<file path="config.mk">
export PLATFORM = sky130hd
export DESIGN_NAME = valve_actuation_supervisor_top
export DESIGN_NICKNAME = d
export VERILOG_FILES = /design/src/design/vas_pkg.sv /design/src/design/valve_actuation_supervisor_top.sv
export SDC_FILE = /design/constraint.sdc
export NUM_CORES = 1
export LEC_CHECK = 0
export BUFFER_PORTS_ARGS = -buffer_cell sky130_fd_sc_hd__buf_2
export CAP_MARGIN = 20
export CORE_ASPECT_RATIO = 1.75
export CORE_MARGIN = 8
export CORE_UTILIZATION = 52
export DETAILED_ROUTE_END_ITERATION = 8
export PLACE_DENSITY = 0.81
export SYNTH_ARGS = -nofsm -noshare
export SYNTH_HDL_FRONTEND = slang
export SYNTH_SLANG_ARGS = --single-unit
</file>
<file path="constraint.sdc">
create_clock -name i_clk -period 2.8 [get_ports i_clk]
set_input_delay 0.14 -clock i_clk [delete_from_list [all_inputs] [get_ports i_clk]]
set_output_delay 0.14 -clock i_clk [all_outputs]
set_load 0.03 [all_outputs]
</file>
<file path="src/design/vas_pkg.sv">
// Shared types and constants for the valve actuation supervisor.
package vas_pkg;

    typedef enum logic [1:0] {
        FUNC_TICK     = 2'd0,
        FUNC_START    = 2'd1,
        FUNC_EVALUATE = 2'd2,
        FUNC_UNUSED   = 2'd3
    } t_func;

    typedef enum logic [1:0] {
        STEP_IDLE   = 2'd0,
        STEP_DRIVE  = 2'd1,
        STEP_WAIT   = 2'd2,
        STEP_SETTLE = 2'd3
    } t_step;

    localparam int unsigned CFG_IDX_W = 3;

    localparam logic [CFG_IDX_W-1:0] REG_TWO_DRIVE   = 3'd0;
    localparam logic [CFG_IDX_W-1:0] REG_TWO_SWITCH  = 3'd1;
    localparam logic [CFG_IDX_W-1:0] REG_TMO_ENERGIZE = 3'd2;
    localparam logic [CFG_IDX_W-1:0] REG_TMO_RELEASE  = 3'd3;
    localparam logic [CFG_IDX_W-1:0] REG_SET_ENERGIZE = 3'd4;
    localparam logic [CFG_IDX_W-1:0] REG_SET_RELEASE  = 3'd5;

    localparam logic [15:0] TIMER_RESET = 16'd2;
    localparam logic [15:0] ELAPSED_MAX = 16'hFFFF;

    // Fault flag bit positions.
    localparam int unsigned FLT_ENERGIZE = 0;
    localparam int unsigned FLT_RELEASE  = 1;
    localparam int unsigned FLT_NEITHER  = 2;
    localparam int unsigned FLT_BOTH     = 3;

    typedef struct packed {
        logic [3:0] faults;
        logic       done_direction;
        logic       done_res;
        logic       busy_res;
        logic       drive_aux;
        logic       drive_main;
    } t_result;

endpackage

</file>
<file path="src/design/valve_actuation_supervisor_top.sv">
// Valve actuation supervisor: state update, result register and APB register file.
// Each result is registered in the output register, or in the skid register while the output one waits.
// Throughput: one transaction per cycle while the skid register is empty; state updates are combinational.
// A result register plus one skid register let input accept while a result waits.
// Reset (synchronous, active low) clears sequence state, faults and output valids
// and loads register defaults (single drive, single switch, all times 2).
module valve_actuation_supervisor_top (
    input  logic        i_clk,
    input  logic        i_rst_n,
    // slave stream
    input  logic        i_s_axis_tvalid,
    output logic        o_s_axis_tready,
    input  logic [7:0]  i_s_axis_tdata,  // [0] action, [1] switch_primary, [2] switch_secondary
    input  logic [1:0]  i_s_axis_tuser,  // [1:0] func
    // master stream
    output logic        o_m_axis_tvalid,
    input  logic        i_m_axis_tready,
    output logic [15:0] o_m_axis_tdata,  // [0] drive_main, [1] drive_aux, [2] busy_res,
                                         // [3] done_res, [4] done_direction,
                                         // [5] fault_energize, [6] fault_release,
                                         // [7] fault_neither, [8] fault_both
    // APB
    input  logic        psel,
    input  logic        penable,
    input  logic        pwrite,
    input  logic [4:0]  paddr,
    input  logic [31:0] pwdata,
    output logic [31:0] prdata,
    output logic        pready
);

    // configuration
    logic        r_two_drive;
    logic        r_two_switch;
    logic [15:0] r_tmo_energize;
    logic [15:0] r_tmo_release;
    logic [15:0] r_set_energize;
    logic [15:0] r_set_release;

    logic                            cfg_wr;
    logic [vas_pkg::CFG_IDX_W-1:0]   cfg_idx;

    assign pready  = 1'b1;
    assign cfg_wr  = psel & penable & pwrite & pready;
    assign cfg_idx = paddr[4:2];

    always_ff @(posedge i_clk) begin
        if (!i_rst_n) begin
            r_two_drive    <= 1'b0;
            r_two_switch   <= 1'b0;
            r_tmo_energize <= vas_pkg::TIMER_RESET;
            r_tmo_release  <= vas_pkg::TIMER_RESET;
            r_set_energize <= vas_pkg::TIMER_RESET;
            r_set_release  <= vas_pkg::TIMER_RESET;
        end else if (cfg_wr) begin
            unique case (cfg_idx)
                vas_pkg::REG_TWO_DRIVE:    r_two_drive    <= pwdata[0];
                vas_pkg::REG_TWO_SWITCH:   r_two_switch   <= pwdata[0];
                vas_pkg::REG_TMO_ENERGIZE: r_tmo_energize <= pwdata[15:0];
                vas_pkg::REG_TMO_RELEASE:  r_tmo_release  <= pwdata[15:0];
                vas_pkg::REG_SET_ENERGIZE: r_set_energize <= pwdata[15:0];
                vas_pkg::REG_SET_RELEASE:  r_set_release  <= pwdata[15:0];
                default: ;
            endcase
        end
    end

    always_comb begin
        unique case (cfg_idx)
            vas_pkg::REG_TWO_DRIVE:    prdata = {31'd0, r_two_drive};
            vas_pkg::REG_TWO_SWITCH:   prdata = {31'd0, r_two_switch};
            vas_pkg::REG_TMO_ENERGIZE: prdata = {16'd0, r_tmo_energize};
            vas_pkg::REG_TMO_RELEASE:  prdata = {16'd0, r_tmo_release};
            vas_pkg::REG_SET_ENERGIZE: prdata = {16'd0, r_set_energize};
            vas_pkg::REG_SET_RELEASE:  prdata = {16'd0, r_set_release};
            default:                   prdata = 32'd0;
        endcase
    end

    // sequence state
    vas_pkg::t_step r_step;
    logic [15:0]    r_elapsed;
    logic           r_drive_main;
    logic           r_drive_aux;
    logic [3:0]     r_faults;

    vas_pkg::t_step n_step;
    logic [15:0]    n_elapsed;
    logic           n_drive_main;
    logic           n_drive_aux;
    logic [3:0]     n_faults;
    logic           n_done;

    vas_pkg::t_func in_func;
    logic           in_act;
    logic           in_sp;
    logic           in_ss;
    logic [15:0]    tmo;
    logic [15:0]    settle;
    logic [3:0]     dir_flag;
    logic           agree;

    assign in_func  = vas_pkg::t_func'(i_s_axis_tuser);
    assign in_act   = i_s_axis_tdata[0];
    assign in_sp    = i_s_axis_tdata[1];
    assign in_ss    = i_s_axis_tdata[2];
    assign tmo      = in_act ? r_tmo_energize : r_tmo_release;
    assign settle   = in_act ? r_set_energize : r_set_release;
    assign dir_flag = in_act ? 4'b0001 << vas_pkg::FLT_ENERGIZE
                             : 4'b0001 << vas_pkg::FLT_RELEASE;
    assign agree    = (in_sp == in_act) && (!r_two_switch || (in_ss != in_act));

    always_comb begin
        n_step       = r_step;
        n_elapsed    = r_elapsed;
        n_drive_main = r_drive_main;
        n_drive_aux  = r_drive_aux;
        n_faults     = r_faults;
        n_done       = 1'b0;
        unique case (in_func)
            vas_pkg::FUNC_TICK: begin
                if (r_elapsed != vas_pkg::ELAPSED_MAX) begin
                    n_elapsed = r_elapsed + 16'd1;
                end
            end
            vas_pkg::FUNC_START: begin
                n_step = vas_pkg::STEP_DRIVE;
            end
            vas_pkg::FUNC_EVALUATE: begin
                unique case (r_step)
                    vas_pkg::STEP_DRIVE: begin
                        n_drive_main = in_act;
                        n_drive_aux  = r_two_drive & ~in_act;
                        if (agree) begin
                            n_done = 1'b1;
                            n_step = vas_pkg::STEP_IDLE;
                        end else begin
                            n_elapsed = 16'd0;
                            n_step    = vas_pkg::STEP_WAIT;
                        end
                    end
                    vas_pkg::STEP_WAIT: begin
                        if (r_two_switch) begin
                            n_faults = n_faults & ~(dir_flag
                                       | (4'b0001 << vas_pkg::FLT_NEITHER)
                                       | (4'b0001 << vas_pkg::FLT_BOTH));
                        end
                        if (agree) begin
                            if (!r_two_switch) begin
                                n_faults = n_faults & ~dir_flag;
                            end
                            n_elapsed = 16'd0;
                            n_step    = vas_pkg::STEP_SETTLE;
                        end else if (r_elapsed > tmo) begin
                            if (r_two_switch && !in_sp && !in_ss) begin
                                n_faults[vas_pkg::FLT_NEITHER] = 1'b1;
                            end else if (r_two_switch && in_sp && in_ss) begin
                                n_faults[vas_pkg::FLT_BOTH] = 1'b1;
                            end else begin
                                n_faults = n_faults | dir_flag;
                            end
                        end
                    end
                    vas_pkg::STEP_SETTLE: begin
                        if (r_elapsed >= settle) begin
                            n_done = 1'b1;
                            n_step = vas_pkg::STEP_IDLE;
                        end
                    end
                    vas_pkg::STEP_IDLE: ;
                    default: ;
                endcase
            end
            default: ;
        endcase
    end

    vas_pkg::t_result n_result;

    always_comb begin
        n_result.drive_main     = n_drive_main;
        n_result.drive_aux      = n_drive_aux;
        n_result.busy_res       = (n_step != vas_pkg::STEP_IDLE);
        n_result.done_res       = n_done;
        n_result.done_direction = n_done & in_act;
        n_result.faults         = n_faults;
    end

    // output register with skid
    logic             r_out_valid;
    vas_pkg::t_result r_out;
    logic             r_skid_valid;
    vas_pkg::t_result r_skid;
    logic             push;
    logic             pop;

    assign o_s_axis_tready = ~r_skid_valid;
    assign push            = i_s_axis_tvalid & o_s_axis_tready;
    assign pop             = r_out_valid & i_m_axis_tready;

    always_ff @(posedge i_clk) begin
        if (!i_rst_n) begin
            r_step       <= vas_pkg::STEP_IDLE;
            r_elapsed    <= 16'd0;
            r_drive_main <= 1'b0;
            r_drive_aux  <= 1'b0;
            r_faults     <= 4'd0;
        end else if (push) begin
            r_step       <= n_step;
            r_elapsed    <= n_elapsed;
            r_drive_main <= n_drive_main;
            r_drive_aux  <= n_drive_aux;
            r_faults     <= n_faults;
        end
    end

    always_ff @(posedge i_clk) begin
        if (!i_rst_n) begin
            r_out_valid  <= 1'b0;
            r_skid_valid <= 1'b0;
        end else if (r_skid_valid) begin
            if (pop) begin
                r_out_valid  <= 1'b1;
                r_skid_valid <= 1'b0;
            end
        end else if (push) begin
            if (!r_out_valid || pop) begin
                r_out_valid <= 1'b1;
            end else begin
                r_skid_valid <= 1'b1;
            end
        end else if (pop) begin
            r_out_valid <= 1'b0;
        end
    end

    always_ff @(posedge i_clk) begin
        if (r_skid_valid) begin
            if (pop) begin
                r_out <= r_skid;
            end
        end else if (push) begin
            if (!r_out_valid || pop) begin
                r_out <= n_result;
            end else begin
                r_skid <= n_result;
            end
        end
    end

    assign o_m_axis_tvalid = r_out_valid;
    assign o_m_axis_tdata  = {7'd0, r_out};

    // checks
    a_skid_needs_out: assert property (@(posedge i_clk) disable iff (!i_rst_n)
        r_skid_valid |-> r_out_valid)
        else $error("skid holds data while output register is empty");

    a_done_idle: assert property (@(posedge i_clk) disable iff (!i_rst_n)
        (r_out_valid && r_out.done_res) |-> !r_out.busy_res)
        else $error("done reported while sequence still busy");

    a_dir_with_done: assert property (@(posedge i_clk) disable iff (!i_rst_n)
        (r_out_valid && r_out.done_direction) |-> r_out.done_res)
        else $error("done direction set without done");

    a_elapsed_moves: assert property (@(posedge i_clk) disable iff (!i_rst_n)
        (r_elapsed != $past(r_elapsed)) |->
            (r_elapsed == 16'd0 || r_elapsed == $past(r_elapsed) + 16'd1))
        else $error("elapsed counter jumped");

endmodule
</file>
==> flow_summary.json, run 1 <==
{
  "pwr-share-comb_pct": 11.7,
  "outcome": "finished, final reports clean",
  "finalClockSkew_ns": 0.00740,
  "p_sw_w": 0.000933,
  "switching_share_pct": 27.3,
  "r2r_setup_slack_ns": 0.25,
  "grt_pass1_wl_um": 26800,
  "initial_core_util_pct": 52.9,
  "routabilityCongestion": 0.878,
  "ff2ff_path_depth": 8,
  "cts_tree": "yes",
  "vdd_ir_drop_max_mv": 0.333,
  "hold_viol": 0,
  "cts_setup_buffers": 0,
  "final_area_mm2": 0.00727,
  "htreeDepth": 3,
  "num_antenna_cells": 0,
  "dr.pass1.iters": 5,
  "vias": 5645,
  "whs_endpoint": "r_set_energize[13]",
  "pin_count": 105,
  "synth_edf_count": 18,
  "slew_headroom_pct": 38.1,
  "synth-seq-area-share_pct": 36.4,
  "fp.dieW_um": 101,
  "r2r-end": "o_m_axis_tdata[4]",
  "powerDensity_mw_per_mm2": 470,
  "p_leak_nw": 2.97,
  "crit_required_ns": 3.03,
  "maxSlewViolCount": 0,
  "clk_pin_slew_ns": 0.08,
  "tightest_slew_ns": 0.929,
  "dp.cells": 961,
  "grt_overflow_total": 0,
  "criticalPathCategory": "reg2reg",
  "core_mm2": 0.0124,
  "dieArea_mm2": 0.0166,
  "finalSetupTns_ns": 0,
  "syn_avg_cell_area_um2": 8.64,
  "drt_iter0_markers": 388,
  "startpoint": "r_set_energize[15]",
  "setup_viol": 0,
  "dpl_cell_area_mm2": 0.00695,
  "routed_via_density": 5.78,
  "cts_buffer_depth": 2,
  "wl_um": 16500,
  "synth_top_family_by_area": "simple AND/OR/NAND/NOR gates",
  "post-synth-top-count-cell": "nand2_1",
  "place_hpwl_um": 11800,
  "grt_start_max_net_pins": 55,
  "crit_fanout": 4,
  "fill_cells": 1091,
  "fmax_ghz": 0.392,
  "rsz0062_at_grt": "no",
  "syn_area_mm2": 0.00654,
  "ys_warn_count": 0,
  "finalCriticalPeriod_ns": 2.55,
  "first_global_vias": 5566,
  "layoutNonFillerInstCount": 977,
  "synth-xor-area-share_pct": 0.516,
  "synth_flop_cell": "dfxtp_1",
  "grt.total_usage_pct": 20.3,
  "maxCapViolations": 0,
  "r2r-start": "r_set_energize[15]",
  "drc": 0,
  "fp.dieH_um": 164,
  "synth-simple-area-share_pct": 19.6,
  "numPortBuffers": 57,
  "ant_nets": 0,
  "cp-start-kind": "flip-flop",
  "cts.sinks": 110,
  "hp-start": "pwdata[13]",
  "syn_inst": 757,
  "period_share_pct": 91.1,
  "netlist_top_cells_count": "nand2_1, dfxtp_1, mux2i_1",
  "area_growth_syn_to_layout_pct": 11.1,
  "muxShareOfSynthArea_pct": 10.8,
  "fp-row-count": 54,
  "synth_compound_area_share_pct": 19.0,
  "synth_area_leaders": "dfxtp_1, mux2i_1, nand2_1, edfxtp_1, ha_1",
  "synth.distinct_cells": 67,
  "holdCritPathClass": "in2reg",
  "drive_above_1_share_pct": 14.5,
  "yosysTopAreaCell": "dfxtp_1",
  "worstHoldPathCells": 3,
  "cp.arrival_ns": 2.78,
  "cts_made_buffers": 9,
  "p_seq_share_pct": 48.3,
  "async_flop_share_pct": 0,
  "antenna_found_initial": 0,
  "netlist.area_leader.share_pct": 28.2,
  "endpoint_kind": "flip-flop",
  "cts-resized-gates": 0,
  "nNetsFinal": 894,
  "clock_latency_ns": 0.36,
  "pwr-share-clk_pct": 40.0,
  "cts.root.buffer_cell": "clkbuf_16",
  "yosys.area_share.adder_pct": 6.89,
  "internal_power_w": 0.00248,
  "synth-seq-cells": 110,
  "wl_per_cell_um": 16.9,
  "cts_hold_buf": 0
}
-- routing by layer --
layer  global-route usage (%)  vias up  part of all wire, %
met5                        0        -                    0
met4                     12.2        0                  3.7
met3                     3.38       45                  6.0
met2                     36.7      195                   52
met1                     21.4     2644                   38
li1                         -     2761                    -
-- power by group through the flow --
stage	clock network (W)	logic (W)	registers [W]
floorplan	0	0.000280	0.00171
global placement	0	0.000389	0.00169
detailed placement	0	0.000394	0.00169
CTS	0.00136	0.000396	0.00165
global route	0.00143	0.000431	0.00165
finish	0.00137	0.000400	0.00165
-- cells by family (layout without fill, tap and decap cells) --
family                   after synthesis  count (layout)
AO/OA/AOI/OAI                        175             175
XOR/XNOR                               3               3
adder cells (fa/ha/maj)               36              36
buffers and inverters                 83             113
flip-flops                           110             110
multiplexers                          70              70
other                                  2              24
AND/OR/NAND/NOR                      278             278
-- worst max-delay path, cell delays in order (launching register included) --
cell and delay [ns]:
dfxtp_1 0.36, mux2i_1 0.12, ha_1 0.31, nand3_1 0.09, nor3_1 0.35, nand3_1 0.13, o211a_1 0.29, a2111oi_1 0.53
mux2_2 0.24
-- layout make-up --
class | instances | area [um2] | area share, %
multi-input cells | 586 | 3820 | 52.5
flip-flops and latches | 110 | 2380 | 32.8
repair buffers | 83 | 493 | 6.78
clock buffers | 9 | 225 | 3.10
well taps | 168 | 210 | 2.89
clock inverters | 7 | 90.1 | 1.24
inverters | 14 | 52.6 | 0.723
-- flip-flops by register name (all words and copies together) (netlist names) --
signal	count
r_drive_aux	1
o_m_axis_tvalid	1
r_faults	4
r_two_switch	1
r_drive_main	1
r_tmo_release	16
o_m_axis_tdata	9
r_two_drive	1
r_elapsed	16
r_step	2
r_skid_valid	1
r_set_release	16
r_set_energize	16
r_tmo_energize	16
r_skid	9
-- worst max path at each step --
stage,to,slack (ns)
floorplan,o_m_axis_tdata[4],0.01
global placement,o_m_axis_tdata[4],0.19
detailed placement,o_m_axis_tdata[3],0.18
CTS,o_m_axis_tdata[4],0.30
global route,o_m_axis_tdata[4],0.07
finish,o_m_axis_tdata[4],0.25
-- cells in the final DEF (no fill, tap or decap), drive strengths merged, types with 5 or more instances in the layout --
cell type,Yosys,final
mux2i,64,64
nor2b,6,6
a31oi,8,8
nor3,10,10
a31o,6,6
nor2,23,23
nand3,25,25
nand2,163,163
mux2,6,6
ha,36,36
clkbuf,30,9
dfxtp,92,92
o21a,6,6
a21oi,17,17
o22ai,15,15
nand2b,8,8
nor4,5,5
inv,14,17
buf,39,83
conb,2,24
and3,8,8
nand4,7,7
o31ai,5,5
edfxtp,18,18
o21ai,24,24
a21boi,64,64
-- metrics by stage --
stage | setup WS, ns | utilization [%] | power [W] | hold WS, ns
global route | 0.0737 | 58.8 | 0.00352 | 0.0500
CTS | 0.297 | 58.8 | 0.00341 | 0.0418
finish | 0.250 | 58.8 | 0.00342 | 0.0418
detailed placement | 0.177 | 56.2 | 0.00208 | 0.412
global placement | 0.187 | 56.2 | 0.00207 | 0.401
floorplan | 0.00959 | - | 0.00199 | 0.264
Note: power is estimated with default switching activity, not from simulation.
==> run 2: changes to the inputs <==
--- a/config.mk
+++ b/config.mk
@@ -5,13 +5,14 @@
 export SDC_FILE = /design/constraint.sdc
 export NUM_CORES = 1
 export LEC_CHECK = 0
+export ABC_AREA = 1
 export BUFFER_PORTS_ARGS = -buffer_cell sky130_fd_sc_hd__buf_2
 export CAP_MARGIN = 20
 export CORE_ASPECT_RATIO = 1.75
 export CORE_MARGIN = 8
-export CORE_UTILIZATION = 52
+export CORE_UTILIZATION = 51
 export DETAILED_ROUTE_END_ITERATION = 8
-export PLACE_DENSITY = 0.81
+export PLACE_DENSITY = 0.8
 export SYNTH_ARGS = -nofsm -noshare
 export SYNTH_HDL_FRONTEND = slang
 export SYNTH_SLANG_ARGS = --single-unit
==> run 2 against run 1 <==
Effect of this change:
- die area shrank 3.1%
- worst hold slack lost 0.0017 ns
- first-iteration DRC count grew 22%
- non-clock buffer count shrank 11
- clock-buffer cell count is the same
- maximum frequency grew 13%
- register-to-register slack gained 0.30 ns
- critical path depth grew 6
- area after synthesis shrank 5.4%
- power grew 0.24%
- sequential power is essentially flat
==> flow_summary.json, run 2 <==
{
  "grt_pass1_wl_um": 26500,
  "drt_iter0_markers": 475,
  "cts_made_buffers": 9,
  "nNetsFinal": 981,
  "wl_per_cell_um": 15.4,
  "ant_nets": 0,
  "grt.total_usage_pct": 20.2,
  "routabilityCongestion": 0.949,
  "worstHoldPathCells": 3,
  "cp.arrival_ns": 2.34,
  "layoutNonFillerInstCount": 1033,
  "clk_pin_slew_ns": 0.08,
  "yosysTopAreaCell": "dfxtp_1",
  "synth_flop_cell": "dfxtp_1",
  "num_antenna_cells": 0,
  "maxSlewViolCount": 0,
  "drive_above_1_share_pct": 12.9,
  "antenna_found_initial": 0,
  "pin_count": 105,
  "cts-resized-gates": 0,
  "numPortBuffers": 57,
  "routed_via_density": 5.49,
  "core_mm2": 0.0119,
  "dr.pass1.iters": 5,
  "drc": 0,
  "fill_cells": 1126,
  "mostFrequentLayoutCell": "nand2_1",
  "switching_share_pct": 29.4,
  "vdd_ir_drop_max_mv": 0.369,
  "post-synth-top-count-cell": "nand2_1",
  "pwr-share-clk_pct": 38.5,
  "htreeDepth": 3,
  "finalClockSkew_ns": 0.00959,
  "r2r_setup_slack_ns": 0.55,
  "first_global_vias": 5478,
  "powerDensity_mw_per_mm2": 500,
  "initial_core_util_pct": 51.8,
  "setup_viol": 0,
  "outcome": "finished, final reports clean",
  "fin_ws_ns": 0.552,
  "cp-start-kind": "flip-flop",
  "fp.dieW_um": 99.3,
  "maxCapViolations": 0,
  "p_sw_w": 0.00101,
  "ys_warn_count": 0,
  "grt_overflow_total": 0,
  "synth-seq-cells": 110,
  "cts.root.buffer_cell": "clkbuf_16",
  "hp-start": "pwdata[6]",
  "preCtsSetupSlack_ns": 0.312,
  "synth.distinct_cells": 43,
  "criticalPathCategory": "reg2reg",
  "fp-row-count": 53,
  "synth_area_leaders": "dfxtp_1, edfxtp_1, nand2_1, o21ai_0, ha_1",
  "layout_common_cells": "nand2_1, nor2_1, o21ai_0, dfxtp_1, inv_1",
  "syn_area_mm2": 0.00619,
  "finalSetupTns_ns": 0,
  "period_share_pct": 80.3,
  "tightest_slew_ns": 0.805,
  "synth-seq-area-share_pct": 38.5,
  "cts_buffer_depth": 2,
  "p_seq_share_pct": 48.9,
  "cts_hold_buf": 0,
  "crit_required_ns": 2.90,
  "cts.sinks": 110,
  "place_hpwl_um": 11600,
  "syn_avg_cell_area_um2": 7.33,
  "dieArea_mm2": 0.0161,
  "crit_fanout": 3,
  "wl_um": 15900,
  "r2r-start": "r_set_release[9]",
  "area_growth_syn_to_layout_pct": 10.6,
  "endpoint_kind": "flip-flop",
  "syn_inst": 844,
  "grt_start_max_net_pins": 45,
  "finalCriticalPeriod_ns": 2.25,
  "netlist_top_cells_count": "nand2_1, nor2_1, o21ai_0",
  "rsz0062_at_grt": "no",
  "holdCritPathClass": "in2reg",
  "r2r-end": "o_m_axis_tdata[4]",
  "netlist.area_leader.share_pct": 29.8,
  "cts_setup_buffers": 0,
  "pwr-share-comb_pct": 12.6,
  "internal_power_w": 0.00242,
  "fp.dieH_um": 162,
  "synth_edf_count": 18,
  "ff2ff_path_depth": 14,
  "vias": 5671,
  "p_leak_nw": 2.97,
  "dp.cells": 1017,
  "hold_viol": 0,
  "whs_endpoint": "r_set_release[6]",
  "clock_latency_ns": 0.36,
  "cts_tree": "yes",
  "slew_headroom_pct": 46.3,
  "async_flop_share_pct": 0,
  "fmax_ghz": 0.445
}
run 2: changes by cell type after synthesis, sizes merged, moves of 12 or more:
cell	previous run	this run
inv	14	83
o22ai	15	1
o21ai	24	106
o211ai	4	16
a22oi	0	16
mux2i	64	8
nor2	23	123
nand2	163	141
a21boi	64	0
a21oi	17	64
run 2: cells by family (layout without fill, tap and decap cells):
logic type,Yosys count,after routing,share of synthesized area (%)
buffers and inverters,142,172,10.2
DFF,110,110,38.5
muxes,8,8,1.29
AOI/OAI and AO/OA,216,216,19.4
adders and majority gates,36,36,7.28
and+or+nand+nor,323,323,22.3
xor gates and xnor gates,7,7,0.991
other,2,24,0.121
run 2: stage by stage:
stage	hold WS, ns	utilization (%)	power [W]	area (um2)
2_1_floorplan	0.253	-	0.00203	6270
3_3_place_gp	0.407	54.8	0.00213	6540
3_5_place_dp	0.414	54.8	0.00214	6540
4_1_cts	0.0459	57.3	0.00343	6840
5_1_grt	0.0514	57.3	0.00355	6840
6_report	0.0401	57.3	0.00342	6840
run 2: layer usage:
layer	routed length [um]	GRT usage (%)	part of all wire [%]	up-vias
met5	0	0	0	-
met4	469	7.83	3.0	0
met3	926	4.16	5.8	37
met2	8260	37.3	52	200
met1	6230	21.8	39	2565
li1	-	-	-	2869
run 2: area by class of cell:
class                   instances  area, um2  share of cell area [%]
well taps                     137        171                    2.50
flip-flops and latches        110       2380                    34.8
clock buffers                   9        225                    3.29
multi-input cells             614       3260                    47.6
inverters                      84        315                    4.61
repair buffers                 72        410                    6.00
clock inverters                 7       81.3                    1.19
run 2: critical path: stages (launching register included):
cell and delay, ns:
dfxtp_1 0.33, o21ai_0 0.35, ha_1 0.33, nand2_1 0.07, nand2_1 0.06, nand2_1 0.05
nand2_1 0.04, nand2_1 0.05, nand2_1 0.05, a21oi_1 0.22, nand2_1 0.08, nand2_1 0.10
nor2_1 0.08, nand2_1 0.09, o21ai_0 0.08
run 2: worst max path at each step:
stage          slack [ns]                 to  cells past startpoint               start
2_1_floorplan        0.59  o_m_axis_tdata[2]                     17   i_s_axis_tdata[0]
3_3_place_gp         0.38  o_m_axis_tdata[4]                     13   i_s_axis_tdata[0]
3_5_place_dp         0.31  o_m_axis_tdata[4]                     13   i_s_axis_tdata[0]
4_1_cts              0.54  o_m_axis_tdata[4]                     14    r_set_release[9]
5_1_grt              0.30  o_m_axis_tdata[4]                     12  r_set_energize[15]
6_report             0.55  o_m_axis_tdata[4]                     14    r_set_release[9]
run 2: power groups by stage:
| stage | clock, W | combinational (W) | sequential [W] |
|---|---|---|---|
| 2_1_floorplan | 0 | 0.000298 | 0.00173 |
| 3_3_place_gp | 0 | 0.000421 | 0.00171 |
| 3_5_place_dp | 0 | 0.000428 | 0.00171 |
| 4_1_cts | 0.00133 | 0.000430 | 0.00167 |
| 5_1_grt | 0.00139 | 0.000482 | 0.00168 |
| 6_report | 0.00132 | 0.000432 | 0.00167 |
==> run 3: changes to the inputs <==
--- a/config.mk
+++ b/config.mk
@@ -10,9 +10,9 @@
 export CAP_MARGIN = 20
 export CORE_ASPECT_RATIO = 1.75
 export CORE_MARGIN = 8
-export CORE_UTILIZATION = 51
+export CORE_UTILIZATION = 57
 export DETAILED_ROUTE_END_ITERATION = 8
-export PLACE_DENSITY = 0.8
+export PLACE_DENSITY = 0.85
 export SYNTH_ARGS = -nofsm -noshare
 export SYNTH_HDL_FRONTEND = slang
 export SYNTH_SLANG_ARGS = --single-unit
==> constraint.sdc (replaced) <==
create_clock -name i_clk -period 2.1 [get_ports i_clk]
set_input_delay 0.105 -clock i_clk [delete_from_list [all_inputs] [get_ports i_clk]]
set_output_delay 0.105 -clock i_clk [all_outputs]
set_load 0.03 [all_outputs]
==> run 3 against run 2 <==
Effect of this change:
- the flow now finishes with violations (design-rule violations)
- clock power increased by 32%
- register-to-register slack got worse by 0.46 ns
- flip-flop and latch count unchanged
- critical path depth grew 1
- global-route usage grew 3.0 points
- wire length grew 5.3%
- clock skew grew 0.0025 ns
- maximum frequency increased by 12%
- sequential share of layout area down 1.1 points
- worst setup slack got worse by 0.46 ns
- design area increased by 3.5%
- critical endpoint is now o_m_axis_tdata[2]
- largest cell class unchanged
- largest power group unchanged
- highest routed layer unchanged
==> flow_summary.json, run 3 (synthesis results as in run 2) <==
{
  "r2r_setup_slack_ns": 0.09,
  "hold_viol": 0,
  "fp-row-count": 50,
  "drt_iter0_markers": 438,
  "pin_count": 105,
  "core_mm2": 0.0106,
  "wl_um": 16700,
  "fmax_ghz": 0.498,
  "dr.pass1.iters": 9,
  "vias": 5981,
  "grt_overflow_total": 0,
  "antenna_found_initial": 0,
  "violations": "design-rule violations",
  "routed_via_density": 5.72,
  "fp.dieH_um": 154,
  "final_area_mm2": 0.00708,
  "vdd_ir_drop_max_mv": 0.670,
  "cts.sinks": 110,
  "dpl_cell_area_mm2": 0.00667,
  "startpoint": "r_elapsed[0]",
  "numPortBuffers": 57,
  "cp_num_cells": 15,
  "clk_pin_slew_ns": 0.08,
  "utilization_pct": 66.6,
  "grt.total_usage_pct": 23.2,
  "slowest_stage": "dfxtp_1",
  "critPathMostFrequentCell": "nand2_1",
  "maxCapViolations": 0,
  "p_leak_nw": 3.10,
  "htreeDepth": 3,
  "grt_start_max_net_pins": 50,
  "tightest_slew_ns": 0.862,
  "criticalPathCategory": "reg2reg",
  "crit_fanout": 3,
  "path_delay_family": "simple AND/OR/NAND/NOR gates",
  "crit_path_end": "o_m_axis_tdata[2]",
  "mostFrequentLayoutCell": "nand2_1",
  "ant_nets": 0,
  "initial_core_util_pct": 58.2,
  "crit_path_cell_trace": "inv_1 -> ha_1 -> nand2_1 -> nand3_2 -> nand2_1 -> nand2_1 -> nand2_1 -> nand2_2 -> nand2_2 -> nand2_1 -> nand2_2 -> nand2_2 -> nand3_2 -> nand2_1 -> nand2_1",
  "rsz0062_at_grt": "yes",
  "crit_buf_inv": 1,
  "routabilityCongestion": 0.947,
  "finalCriticalPeriod_ns": 2.01,
  "endpoint_kind": "flip-flop",
  "cts_tree": "yes",
  "cts_hold_buf": 0,
  "cp_slowest_stage_delay_ns": 0.43,
  "ff2ff_path_depth": 15,
  "layout_common_cells": "nand2_1, nor2_1, o21ai_0, dfxtp_1, inv_1",
  "dieArea_mm2": 0.0146,
  "slew_headroom_pct": 42.5,
  "holdCritPathClass": "in2reg",
  "r2r-start": "r_elapsed[0]",
  "first_global_vias": 5861,
  "cts.root.buffer_cell": "clkbuf_16",
  "r2r-end": "o_m_axis_tdata[2]",
  "cts_buffer_depth": 2,
  "setup_viol": 0,
  "maxSlewViolCount": 0,
  "crit_required_ns": 2.22,
  "place_hpwl_um": 12100,
  "outcome": "finished, violations left",
  "area_growth_syn_to_layout_pct": 14.4,
  "cp.arrival_ns": 2.13,
  "drive_above_1_share_pct": 17.1,
  "finalClockSkew_ns": 0.0121,
  "clock_latency_ns": 0.36,
  "powerDensity_mw_per_mm2": 650,
  "cp-start-kind": "flip-flop",
  "grt_pass1_wl_um": 27000,
  "period_share_pct": 95.7,
  "drc": 2,
  "cts_made_buffers": 9,
  "num_antenna_cells": 0,
  "nNetsFinal": 1001,
  "wl_per_cell_um": 16.0,
  "fp.dieW_um": 94.8
}
==> run 3: area by class of cell <==
cell class | count | area (um2)
clock buffer | 9 | 225
clock inverter | 7 | 86.3
fill | 935 | 3550
inverter | 84 | 315
multi-input combinational | 614 | 3330
sequential | 110 | 2380
tap | 130 | 163
timing repair buffer | 92 | 573
==> run 3: power breakdown <==
| group | switching [W] | total, W | leakage [nW] | internal (W) |
|---|---|---|---|---|
| clock network | 0.000886 | 0.00174 | 0.151 | 0.000859 |
| registers | 0.0000289 | 0.00223 | 0.917 | 0.00220 |
| logic | 0.000437 | 0.000629 | 2.04 | 0.000192 |
| total | 0.00135 | 0.00460 | 3.10 | 0.00325 |
==> run 3: worst reg2reg max path: cells and delay by family, from the launching register on <==
| kind | cells | cell delay [ns] |
|---|---|---|
| adders and majority gates | 1 | 0.29 |
| DFF | 1 | 0.43 |
| and+or+nand+nor | 13 | 0.93 |
| buffers and inverters | 1 | 0.12 |
==> run 3: how the worst min path moves through the flow <==
stage	endpoint	from	depth (start not counted)	slack, ns
floorplan	r_tmo_release[1]	pwdata[1]	2	0.22
global placement	r_set_release[11]	pwdata[11]	3	0.37
finish	r_set_release[11]	pwdata[11]	3	0.008
CTS	r_set_release[9]	pwdata[9]	3	0.004
detailed placement	r_set_release[11]	pwdata[11]	3	0.38
global route	r_set_release[6]	pwdata[6]	3	0.02
==> run 3: what timing repair did <==
action	in CTS	in global routing
gates resized for setup	0	29
endpoints found under the hold margin	0	0
endpoints found under the setup margin	0	26
setup buffers	0	3
==> run 3: per-layer routing <==
layer,GRT usage (%),vias to the layer above,routed length (um)
li1,-,2922,-
met1,23.6,2739,6100
met2,41.9,246,8870
met3,3.95,74,890
met4,14.5,0,856
met5,0,-,0
==> run 3: through the flow <==
stage          setup slack, ns  total power [W]  cells  TNS [ns]  hold slack, ns
2_1_floorplan            0.115          0.00271    866         0           0.218
3_3_place_gp           -0.0570          0.00286   1027    -0.475           0.371
3_5_place_dp            -0.110          0.00288   1027     -1.32           0.378
4_1_cts                 0.0227          0.00460   1043         0         0.00369
5_1_grt                -0.0455          0.00476   1046    -0.114          0.0224
6_report                0.0911          0.00460   1046         0         0.00755
